===== config.mk =====
export PLATFORM = sky130hd
export DESIGN_NAME = arp_address_cache
export DESIGN_NICKNAME = d
export VERILOG_FILES = /design/src/hw/rtl/arpc_pkg.sv /design/src/hw/rtl/arpc_store.sv /design/src/hw/rtl/arp_address_cache.sv
export VERILOG_INCLUDE_DIRS = /design/src /design/src/hw/rtl
export SDC_FILE = /design/constraint.sdc
export NUM_CORES = 2
export LEC_CHECK = 0
export BUFFER_PORTS_ARGS = -buffer_cell sky130_fd_sc_hd__clkbuf_2
export CORE_ASPECT_RATIO = 1.75
export CORE_MARGIN = 2
export CORE_UTILIZATION = 67
export DETAILED_ROUTE_END_ITERATION = 10
export PLACE_DENSITY = 0.85
export SLEW_MARGIN = 5
export SYNTH_ARGS = -nofsm -noshare
export SYNTH_HDL_FRONTEND = slang
export SYNTH_SLANG_ARGS = --single-unit

===== constraint.sdc =====
create_clock -name clk -period 16.9 [get_ports clk]
set_input_delay 1.69 -clock clk [delete_from_list [all_inputs] [get_ports clk]]
set_output_delay 1.69 -clock clk [all_outputs]
set_load 0.05 [all_outputs]

===== src/hw/rtl/arp_address_cache_macros.svh =====
// ----------------------------------------------------------------------------
// ARP address cache assertion macros
// Shared concurrent assertion forms, clocked on clk and disabled in reset.
// ----------------------------------------------------------------------------
`ifndef ARP_ADDRESS_CACHE_MACROS_SVH
`define ARP_ADDRESS_CACHE_MACROS_SVH

`ifndef NO_ASSERTIONS

// Same-cycle implication.
`define ARPC_ASSERT_IMP(label, ante, cons, msg) \
  label: assert property (@(posedge clk) disable iff (!rst_n) (ante) |-> (cons)) \
    else $error(msg);

// Next-cycle implication.
`define ARPC_ASSERT_NXT(label, ante, cons, msg) \
  label: assert property (@(posedge clk) disable iff (!rst_n) (ante) |=> (cons)) \
    else $error(msg);

`else

`define ARPC_ASSERT_IMP(label, ante, cons, msg)
`define ARPC_ASSERT_NXT(label, ante, cons, msg)

`endif

`endif


===== src/hw/rtl/arpc_pkg.sv =====
// ----------------------------------------------------------------------------
// ARP address cache package
// Table size, field widths, operation and status codes, and the write request
// that passes from the control logic to the entry store.
// ----------------------------------------------------------------------------
package arpc_pkg;

  // Table geometry.
  localparam int ENTRIES = 16;
  localparam int IDX_W   = (ENTRIES > 1) ? $clog2(ENTRIES) : 1;
  localparam int CNT_W   = $clog2(ENTRIES + 1);

  // Field widths.
  localparam int IP_W     = 32;
  localparam int HW_W     = 48;
  localparam int STATUS_W = 3;
  localparam int SLOT_W   = 4;

  // Stream payload widths.
  localparam int IN_TDATA_W  = 80;
  localparam int OUT_TDATA_W = 56;

  // Operation codes.
  localparam logic OP_LOOKUP = 1'b0;
  localparam logic OP_ADD    = 1'b1;

  // Result status codes.
  localparam logic [STATUS_W-1:0] ST_MISS     = 3'd0;
  localparam logic [STATUS_W-1:0] ST_HIT      = 3'd1;
  localparam logic [STATUS_W-1:0] ST_UPDATED  = 3'd2;
  localparam logic [STATUS_W-1:0] ST_INSERTED = 3'd3;
  localparam logic [STATUS_W-1:0] ST_FULL     = 3'd4;

  // Read request to the entry store: both memories are read at one address.
  typedef struct packed {
    logic             en;
    logic [IDX_W-1:0] addr;
  } arpc_rd_t;

  // Write request to the entry store. An insert writes the key and marks the
  // entry valid; an update writes the hardware address only.
  typedef struct packed {
    logic             ip_we;
    logic             hw_we;
    logic [IDX_W-1:0] addr;
    logic [IP_W-1:0]  ip;
    logic [HW_W-1:0]  hw;
  } arpc_wr_t;

  // The reported slot carries the low bits of the entry index.
  function automatic logic [SLOT_W-1:0] to_slot(input logic [IDX_W-1:0] idx);
    logic [31:0] wide;
    wide = 32'(idx);
    return wide[SLOT_W-1:0];
  endfunction

endpackage


===== src/hw/rtl/arpc_store.sv =====
// ----------------------------------------------------------------------------
// ARP address cache entry store
// Key and hardware address memories with registered reads, plus the per-entry
// valid bits, which reset clears.
// ----------------------------------------------------------------------------
module arpc_store
  import arpc_pkg::*;
(
  input  logic               clk,
  input  logic               rst_n,
  input  arpc_rd_t           rd,
  input  arpc_wr_t           wr,
  output logic [IP_W-1:0]    ip_rdata,
  output logic [HW_W-1:0]    hw_rdata,
  output logic [ENTRIES-1:0] entry_valid
);

  logic [IP_W-1:0]    ip_mem [ENTRIES];
  logic [HW_W-1:0]    hw_mem [ENTRIES];
  logic [ENTRIES-1:0] valid_r;

  // Key memory: one write port, one registered read port.
  always_ff @(posedge clk) begin
    if (wr.ip_we) begin
      ip_mem[wr.addr] <= wr.ip;
    end
    if (rd.en) begin
      ip_rdata <= ip_mem[rd.addr];
    end
  end

  // Hardware address memory: one write port, one registered read port.
  always_ff @(posedge clk) begin
    if (wr.hw_we) begin
      hw_mem[wr.addr] <= wr.hw;
    end
    if (rd.en) begin
      hw_rdata <= hw_mem[rd.addr];
    end
  end

  // Valid bits: an entry becomes valid when its key is written.
  always_ff @(posedge clk) begin
    if (!rst_n) begin
      valid_r <= '0;
    end else if (wr.ip_we) begin
      valid_r[wr.addr] <= 1'b1;
    end
  end

  assign entry_valid = valid_r;

endmodule


===== src/hw/rtl/arp_address_cache.sv =====
// ----------------------------------------------------------------------------
// ARP address cache
// Fully associative IPv4 to Ethernet address table with lookup and add
// requests, scanned one entry per cycle out of the key memory.
// ----------------------------------------------------------------------------
//  Channel  Direction  Handshake             Payload
//  in_      slave      in_tvalid/in_tready   tuser: operation; tdata: ip, hw
//  out_     master     out_tvalid/out_tready tuser: status; tdata: found, slot
//
//  During a request, the key memory is scanned one entry per cycle and the
//  scan stops at the first matching entry.
//  A lookup hit adds the S_HWRD state to read the hardware address memory.
//  A finished result sits in the output register, so a new request is taken
//  while the previous result waits for out_tready.
//  Reset clears the valid bits at once; no clearing pass is needed.
// ----------------------------------------------------------------------------
`include "arp_address_cache_macros.svh"

module arp_address_cache
  import arpc_pkg::*;
(
  input  logic                   clk,
  input  logic                   rst_n,
  input  logic                   in_tvalid,
  output logic                   in_tready,
  input  logic [IN_TDATA_W-1:0]  in_tdata,   // [31:0] ip_address, [79:32] hw_address
  input  logic [0:0]             in_tuser,   // [0] operation
  output logic                   out_tvalid,
  input  logic                   out_tready,
  output logic [OUT_TDATA_W-1:0] out_tdata,  // [47:0] found_address, [51:48] slot, zero pad
  output logic [STATUS_W-1:0]    out_tuser   // [2:0] status
);

  localparam logic [1:0] S_IDLE = 2'd0;
  localparam logic [1:0] S_SCAN = 2'd1;
  localparam logic [1:0] S_HWRD = 2'd2;
  localparam logic [1:0] S_RESP = 2'd3;

  logic [1:0]             state_r, state_nxt;
  logic                   op_r;
  logic [IP_W-1:0]        key_r;
  logic [HW_W-1:0]        hw_r;
  logic [CNT_W-1:0]       rd_idx_r, rd_idx_nxt;
  logic                   chk_vld_r, chk_vld_nxt;
  logic [IDX_W-1:0]       chk_idx_r, chk_idx_nxt;
  logic                   free_found_r, free_found_nxt;
  logic [IDX_W-1:0]       free_idx_r, free_idx_nxt;
  logic [STATUS_W-1:0]    res_status_r, res_status_nxt;
  logic [HW_W-1:0]        res_found_r, res_found_nxt;
  logic [SLOT_W-1:0]      res_slot_r, res_slot_nxt;
  logic                   out_tvalid_r;
  logic [OUT_TDATA_W-1:0] out_tdata_r;
  logic [STATUS_W-1:0]    out_tuser_r;

  logic                   in_fire;
  logic                   scan_issue;
  logic                   hit;
  logic                   free_now;
  logic                   last;
  logic                   finish;
  logic                   free_any;
  logic [IDX_W-1:0]       free_sel;
  logic                   out_free;

  arpc_rd_t               rd;
  arpc_wr_t               wr;
  logic [IP_W-1:0]        ip_rdata;
  logic [HW_W-1:0]        hw_rdata;
  logic [ENTRIES-1:0]     entry_valid;

  arpc_store u_store (
    .clk         (clk),
    .rst_n       (rst_n),
    .rd          (rd),
    .wr          (wr),
    .ip_rdata    (ip_rdata),
    .hw_rdata    (hw_rdata),
    .entry_valid (entry_valid)
  );

  assign in_tready = (state_r == S_IDLE);
  assign in_fire   = in_tvalid && in_tready;
  assign out_free  = !out_tvalid_r || out_tready;

  // Compare the entry whose key arrived from memory this cycle.
  assign hit      = chk_vld_r && entry_valid[chk_idx_r] && (ip_rdata == key_r);
  assign free_now = chk_vld_r && !entry_valid[chk_idx_r] && !free_found_r;
  assign last     = (chk_idx_r == IDX_W'(ENTRIES - 1));
  assign finish   = (state_r == S_SCAN) && chk_vld_r && (hit || last);
  assign free_any = free_found_r || free_now;
  assign free_sel = free_found_r ? free_idx_r : chk_idx_r;

  assign scan_issue = (state_r == S_SCAN) && !finish && (rd_idx_r < CNT_W'(ENTRIES));

  // Memory read: scan addresses, or the matching entry on a lookup hit.
  always_comb begin
    rd.en   = scan_issue || (finish && hit && (op_r == OP_LOOKUP));
    rd.addr = finish ? chk_idx_r : rd_idx_r[IDX_W-1:0];
  end

  // Memory write at the end of an add.
  always_comb begin
    wr.ip_we = 1'b0;
    wr.hw_we = 1'b0;
    wr.addr  = hit ? chk_idx_r : free_sel;
    wr.ip    = key_r;
    wr.hw    = hw_r;
    if (finish && (op_r == OP_ADD)) begin
      if (hit) begin
        wr.hw_we = 1'b1;
      end else if (free_any) begin
        wr.ip_we = 1'b1;
        wr.hw_we = 1'b1;
      end
    end
  end

  // Control sequencer and result assembly.
  always_comb begin
    state_nxt      = state_r;
    rd_idx_nxt     = rd_idx_r;
    chk_vld_nxt    = 1'b0;
    chk_idx_nxt    = rd_idx_r[IDX_W-1:0];
    free_found_nxt = free_found_r;
    free_idx_nxt   = free_idx_r;
    res_status_nxt = res_status_r;
    res_found_nxt  = res_found_r;
    res_slot_nxt   = res_slot_r;
    unique case (state_r)
      S_IDLE: begin
        if (in_fire) begin
          state_nxt      = S_SCAN;
          rd_idx_nxt     = '0;
          free_found_nxt = 1'b0;
        end
      end
      S_SCAN: begin
        chk_vld_nxt = scan_issue;
        if (scan_issue) begin
          rd_idx_nxt = rd_idx_r + CNT_W'(1);
        end
        if (free_now) begin
          free_found_nxt = 1'b1;
          free_idx_nxt   = chk_idx_r;
        end
        if (finish) begin
          res_found_nxt = '0;
          res_slot_nxt  = '0;
          if (op_r == OP_LOOKUP) begin
            if (hit) begin
              res_status_nxt = ST_HIT;
              res_slot_nxt   = to_slot(chk_idx_r);
              state_nxt      = S_HWRD;
            end else begin
              res_status_nxt = ST_MISS;
              state_nxt      = S_RESP;
            end
          end else begin
            state_nxt = S_RESP;
            if (hit) begin
              res_status_nxt = ST_UPDATED;
              res_slot_nxt   = to_slot(chk_idx_r);
            end else if (free_any) begin
              res_status_nxt = ST_INSERTED;
              res_slot_nxt   = to_slot(free_sel);
            end else begin
              res_status_nxt = ST_FULL;
            end
          end
        end
      end
      S_HWRD: begin
        res_found_nxt = hw_rdata;
        state_nxt     = S_RESP;
      end
      S_RESP: begin
        if (out_free) begin
          state_nxt = S_IDLE;
        end
      end
      default: begin
        state_nxt = S_IDLE;
      end
    endcase
  end

  // Control registers.
  always_ff @(posedge clk) begin
    if (!rst_n) begin
      state_r      <= S_IDLE;
      chk_vld_r    <= 1'b0;
      free_found_r <= 1'b0;
      rd_idx_r     <= '0;
      out_tvalid_r <= 1'b0;
    end else begin
      state_r      <= state_nxt;
      chk_vld_r    <= chk_vld_nxt;
      free_found_r <= free_found_nxt;
      rd_idx_r     <= rd_idx_nxt;
      if ((state_r == S_RESP) && out_free) begin
        out_tvalid_r <= 1'b1;
      end else if (out_tready) begin
        out_tvalid_r <= 1'b0;
      end
    end
  end

  // Request, scan and result payload registers.
  always_ff @(posedge clk) begin
    if (in_fire) begin
      op_r  <= in_tuser[0];
      key_r <= in_tdata[IP_W-1:0];
      hw_r  <= in_tdata[IP_W+HW_W-1:IP_W];
    end
    chk_idx_r    <= chk_idx_nxt;
    free_idx_r   <= free_idx_nxt;
    res_status_r <= res_status_nxt;
    res_found_r  <= res_found_nxt;
    res_slot_r   <= res_slot_nxt;
    if ((state_r == S_RESP) && out_free) begin
      out_tdata_r <= {(OUT_TDATA_W - HW_W - SLOT_W)'(0), res_slot_r, res_found_r};
      out_tuser_r <= res_status_r;
    end
  end

  assign out_tvalid = out_tvalid_r;
  assign out_tdata  = out_tdata_r;
  assign out_tuser  = out_tuser_r;

  // Inserts go only to free entries and always write the address too.
  `ARPC_ASSERT_IMP(a_insert_free, wr.ip_we, wr.hw_we && !entry_valid[wr.addr], "insert hit a valid entry")

  // Entries are never removed.
  `ARPC_ASSERT_NXT(a_valid_grows, 1'b1, $countones(entry_valid) >= $past($countones(entry_valid)), "valid entry lost")

  // After the hardware address read state, the response state follows in the next cycle.
  `ARPC_ASSERT_NXT(a_hwrd_to_resp, state_r == S_HWRD, state_r == S_RESP, "address read did not finish")

  // A nonzero slot comes only with a hit, update or insert.
  `ARPC_ASSERT_IMP(a_slot_status, out_tvalid && (out_tdata[HW_W+SLOT_W-1:HW_W] != '0), out_tuser == ST_HIT || out_tuser == ST_UPDATED || out_tuser == ST_INSERTED, "slot with wrong status")

endmodule


==> results by group <==
Route
  – Router iterations before antenna repair: 9
  – DRC violation total after the first TritonRoute iteration: roughly 4800
  – Final ANT Viol Nets: 0
  – Routed WL per cell: 31.07 um
  – Drt total wl: 151.8 mm
  – Number of remaining DRC errors: 0
  – Routed vias: 34450
  – Vias per inst: a little over 7

Setup path
  – Crit path max fanout: 181
  – Cell Chain, Critical Path: xnor2_1 > nand4_1 > or4_1 > or4_1 > o211ai_4 > buf_12 > nand2_1 > nor2_4 > buf_4 > a221oi_1 > o2111ai_1
  – Worst path buffer plus inverter count: 2
  – Worst Path Required: 17470 ps
  – Data arrival at the endpoint of the critical path: ~7600 ps
  – Critical Path Most Common Cell: or4_1
  – Worst setup EP type: register
  – Setup Crit Path Kind: reg2reg
  – Startpoint type of the worst setup path: register
  – Critical Path Max Stage Delay: between 900 and 1000 ps
  – Cell with the largest stage delay on the worst path: buf_4
  – Kind of cell with the highest combined delay on the critical path: simple AND/OR/NAND/NOR gates

Floorplan
  – Full die area: 91410 um^2
  – Die width: about 230 um
  – Die extent in y: 398.5 um
  – Core ar.: 88100 um^2
  – Initial core utilization: 67.61%
  – Row cnt: between 100 and 150
  – Boundary Pins: 146

Pwr
  – Largest vdd supply drop: 0.1238 mV
  – Leakage Power: 20.96 nW
  – Power, Total: 0.008791 W
  – Cell area power density: between 100 and 150 nW/um^2

Clock tree
  – Post-cts hold buffer count: 0
  – Cells resized by post-CTS repair: 0
  – Clock tree root buffer cell: clkbuf_16
  – Clock slew seen by the registers of the worst setup and hold paths: 60 ps
  – Clock tree from TritonCTS: done
  – CTS H-Tree Depth: 4
  – Total CTS buffers: 134
  – Worst-case clock buffer depth: 3
  – Buffers inserted during post-CTS setup optimization: 0
  – Clock tree sinks: 1585
  – Clock insertion delay at the later pin of the skew report: 780 ps

Layout
  – Post-route non-filler standard cell count: 4887
  – Final net count: 3698
  – Fraction of layout cells with a size suffix above 1: 13.04%
  – Most used cells in the layout excluding fill and tap cells: 1555 x edfxtp_1, 416 x nand2_1, 251 x mux2i_1
  – Area growth from synthesis to final layout: 10.89%
  – Leading cell type in the layout, fill and taps excluded: edfxtp_1
  – Number of antenna repair diodes: 0
  – Number of fillers in the final layout: 4515
  – Sequential cell area: 47300 um^2
  – Footprint of the multi-input gates: around 12000 um^2

Timing
  – Max-Slew Margin vs Limit: between 10% and 20%
  – Worst slew pin tran: 1260 ps
  – Layout Skew: between 30 and 40 ps
  – Minimum clock period: 7067 ps
  – Total Neg Setup Slack: 0 ps
  – Setup violation total in the final timing report: 0
  – Peak Freq: 0.1415 GHz
  – Final period util: 41.82%
  – Unrepaired setup endpoints after global routing: no
  – Final Hold Violating Endpoints: 0
  – Max-slew violation count: 0
  – Final hold slack: 422.5 ps

Synth
  – Post-synthesis share of cell area spent on and, or, nand and nor gates: 5.604%
  – Dominant combinational cell family by area after synthesis: compound AO/OA/AOI/OAI gates
  – Adder-cell area share of the yosys netlist: 0.1050%
  – Post-synthesis share of cell area spent on xor and xnor gates: less than 1%
  – Syn avg cell area: 17.13 um^2
  – Distinct cell type count after synthesis: 66
  – Most instantiated flip-flop cell in the synthesis netlist: edfxtp_1
  – Part of the Yosys area used for sequential elements: between 70% and 80%
  – Flops & latches, synth: between 1500 and 2000
  – Post-synthesis instance total: 3478
  – Mapped cell area: 59570 um^2
  – EDFF count, synth: 1555
  – Share of the synthesized area in compound gates (AO/OA/AOI/OAI): 8.292%
  – Yosys Warn Count: 0
  – Proportion of register bits with asynchronous set or reset after synthesis: 0%
  – Share of synthesized area spent on multiplexers: 4.318%

Global route
  – Pin count of the biggest net entering global routing: 182
  – Number of global-route vias before repair: ~35000
  – Overall routing resource usage: approximately a third
  – First-pass GRT wire length: 220.2 mm
  – Number of antenna violations at the first check in global routing: 3
  – Total global routing overflow: 0

Placed design
  – Post-DP HPWL: 75.54 mm
  – Number of cells in the design after placement: roughly 4600
  – Port Buf Inserts: around 140
  – Placer Congestion: 0.8545

Min path
  – Class of the most critical hold timing path: reg2reg

Status
  – Outcome: complete, no violations

Run
  – Max-cap violations: 0
## per-stage QoR
stage	setup WS (ps)	instance area, um^2	utilization (%)
floorplan	8389	59580	-
global placement	10480	61600	69.92
detailed placement	10300	61600	69.92
CTS	10150	66060	74.98
global route	9792	66060	74.98
finish	9833	66060	74.98
## state kept, by name, indices dropped and copies added, names as in the netlist, 16 cells and up
name                 cells
hw_r                    48
key_r                   32
out_tdata               52
res_found_r             48
u_store.entry_valid     16
u_store.hw_mem         768
u_store.hw_rdata        48
u_store.ip_mem         512
u_store.ip_rdata        32
## cell usage after synthesis (13+ instances only)
| cell | number | share of area (%) |
|---|---|---|
| a311o_1 | 80 | 1.3 |
| buf_2 | 68 | 0.57 |
| buf_4 | 20 | 0.25 |
| dfxtp_1 | 30 | 1.0 |
| mux2i_1 | 251 | 4.2 |
| edfxtp_1 | 1555 | 78 |
| a22oi_1 | 79 | 1.0 |
| clkbuf_1 | 110 | 0.69 |
| o21a_1 | 18 | 0.23 |
| nand4_1 | 13 | 0.14 |
| o22ai_1 | 80 | 0.84 |
| and3_1 | 83 | 0.87 |
| o2bb2ai_1 | 79 | 1.2 |
| a221oi_1 | 69 | 1.0 |
| o2111ai_1 | 79 | 1.2 |
| and2_1 | 52 | 0.55 |
| xnor2_1 | 33 | 0.49 |
| a21oi_1 | 86 | 0.72 |
| nand2_1 | 418 | 2.6 |
| nor2_1 | 130 | 0.82 |
## layout make-up
cell class	instances	share of cell area (%)
Multi-Input combinational cell	1670	17.54
Inverter	12	0.07197
Clock inverter	93	1.396
Clock buffer	154	5.351
Tap cell	1168	2.212
Sequential cell	1585	71.59
Timing Repair Buffer	205	1.833
## cell families (layout without fill, tap and decap cells)
kind of cell | Yosys count | in the layout
buf+inv | 226 | 464
other cells | 1 | 4
mux | 254 | 254
simple gates | 749 | 749
flops | 1585 | 1585
fa+ha+maj | 5 | 5
compound gates | 624 | 624
xor+xnor | 34 | 34
## path summary, 6_finish.rpt
kind | start | end | slack, ps | cells after the start
max reg2reg | key_r[20]$_DFFE_PP_ | u_store.ip_rdata[28]$_DFFE_PP_ | 9830 | 11
min | res_found_r[9]$_SDFFCE_PN0P_ | out_tdata[9]$_DFFE_PP_ | 420 | 0
min reg2reg | res_found_r[9]$_SDFFCE_PN0P_ | out_tdata[9]$_DFFE_PP_ | 420 | 0
max | key_r[20]$_DFFE_PP_ | u_store.ip_rdata[28]$_DFFE_PP_ | 9830 | 11
## power by group
part	switching, W	total (W)	internal (W)
logic	0.000489	0.000647	0.000159
clock network	0.00140	0.00313	0.00173
registers	0.000273	0.00501	0.00474
total	0.00216	0.00879	0.00663
## worst reg2reg max path, cell delays in order, from the launching register on
cell       delay, ps
edfxtp_1         570
xnor2_1          810
nand4_1          170
or4_1            690
or4_1            860
o211ai_4         320
buf_12           560
nand2_1          480
nor2_4           790
buf_4            970
a221oi_1         500
o2111ai_1        170
## routing by layer
metal	vias to the layer above	wire length [um]	global-route usage (%)
met1	16870	47520	39.66
li1	14000	-	-
met5	-	25	0
met2	2887	76070	56.03
met4	4	11310	23.55
met3	694	16910	5.836
No activity file was read; power rests on OpenSTA's default activity.
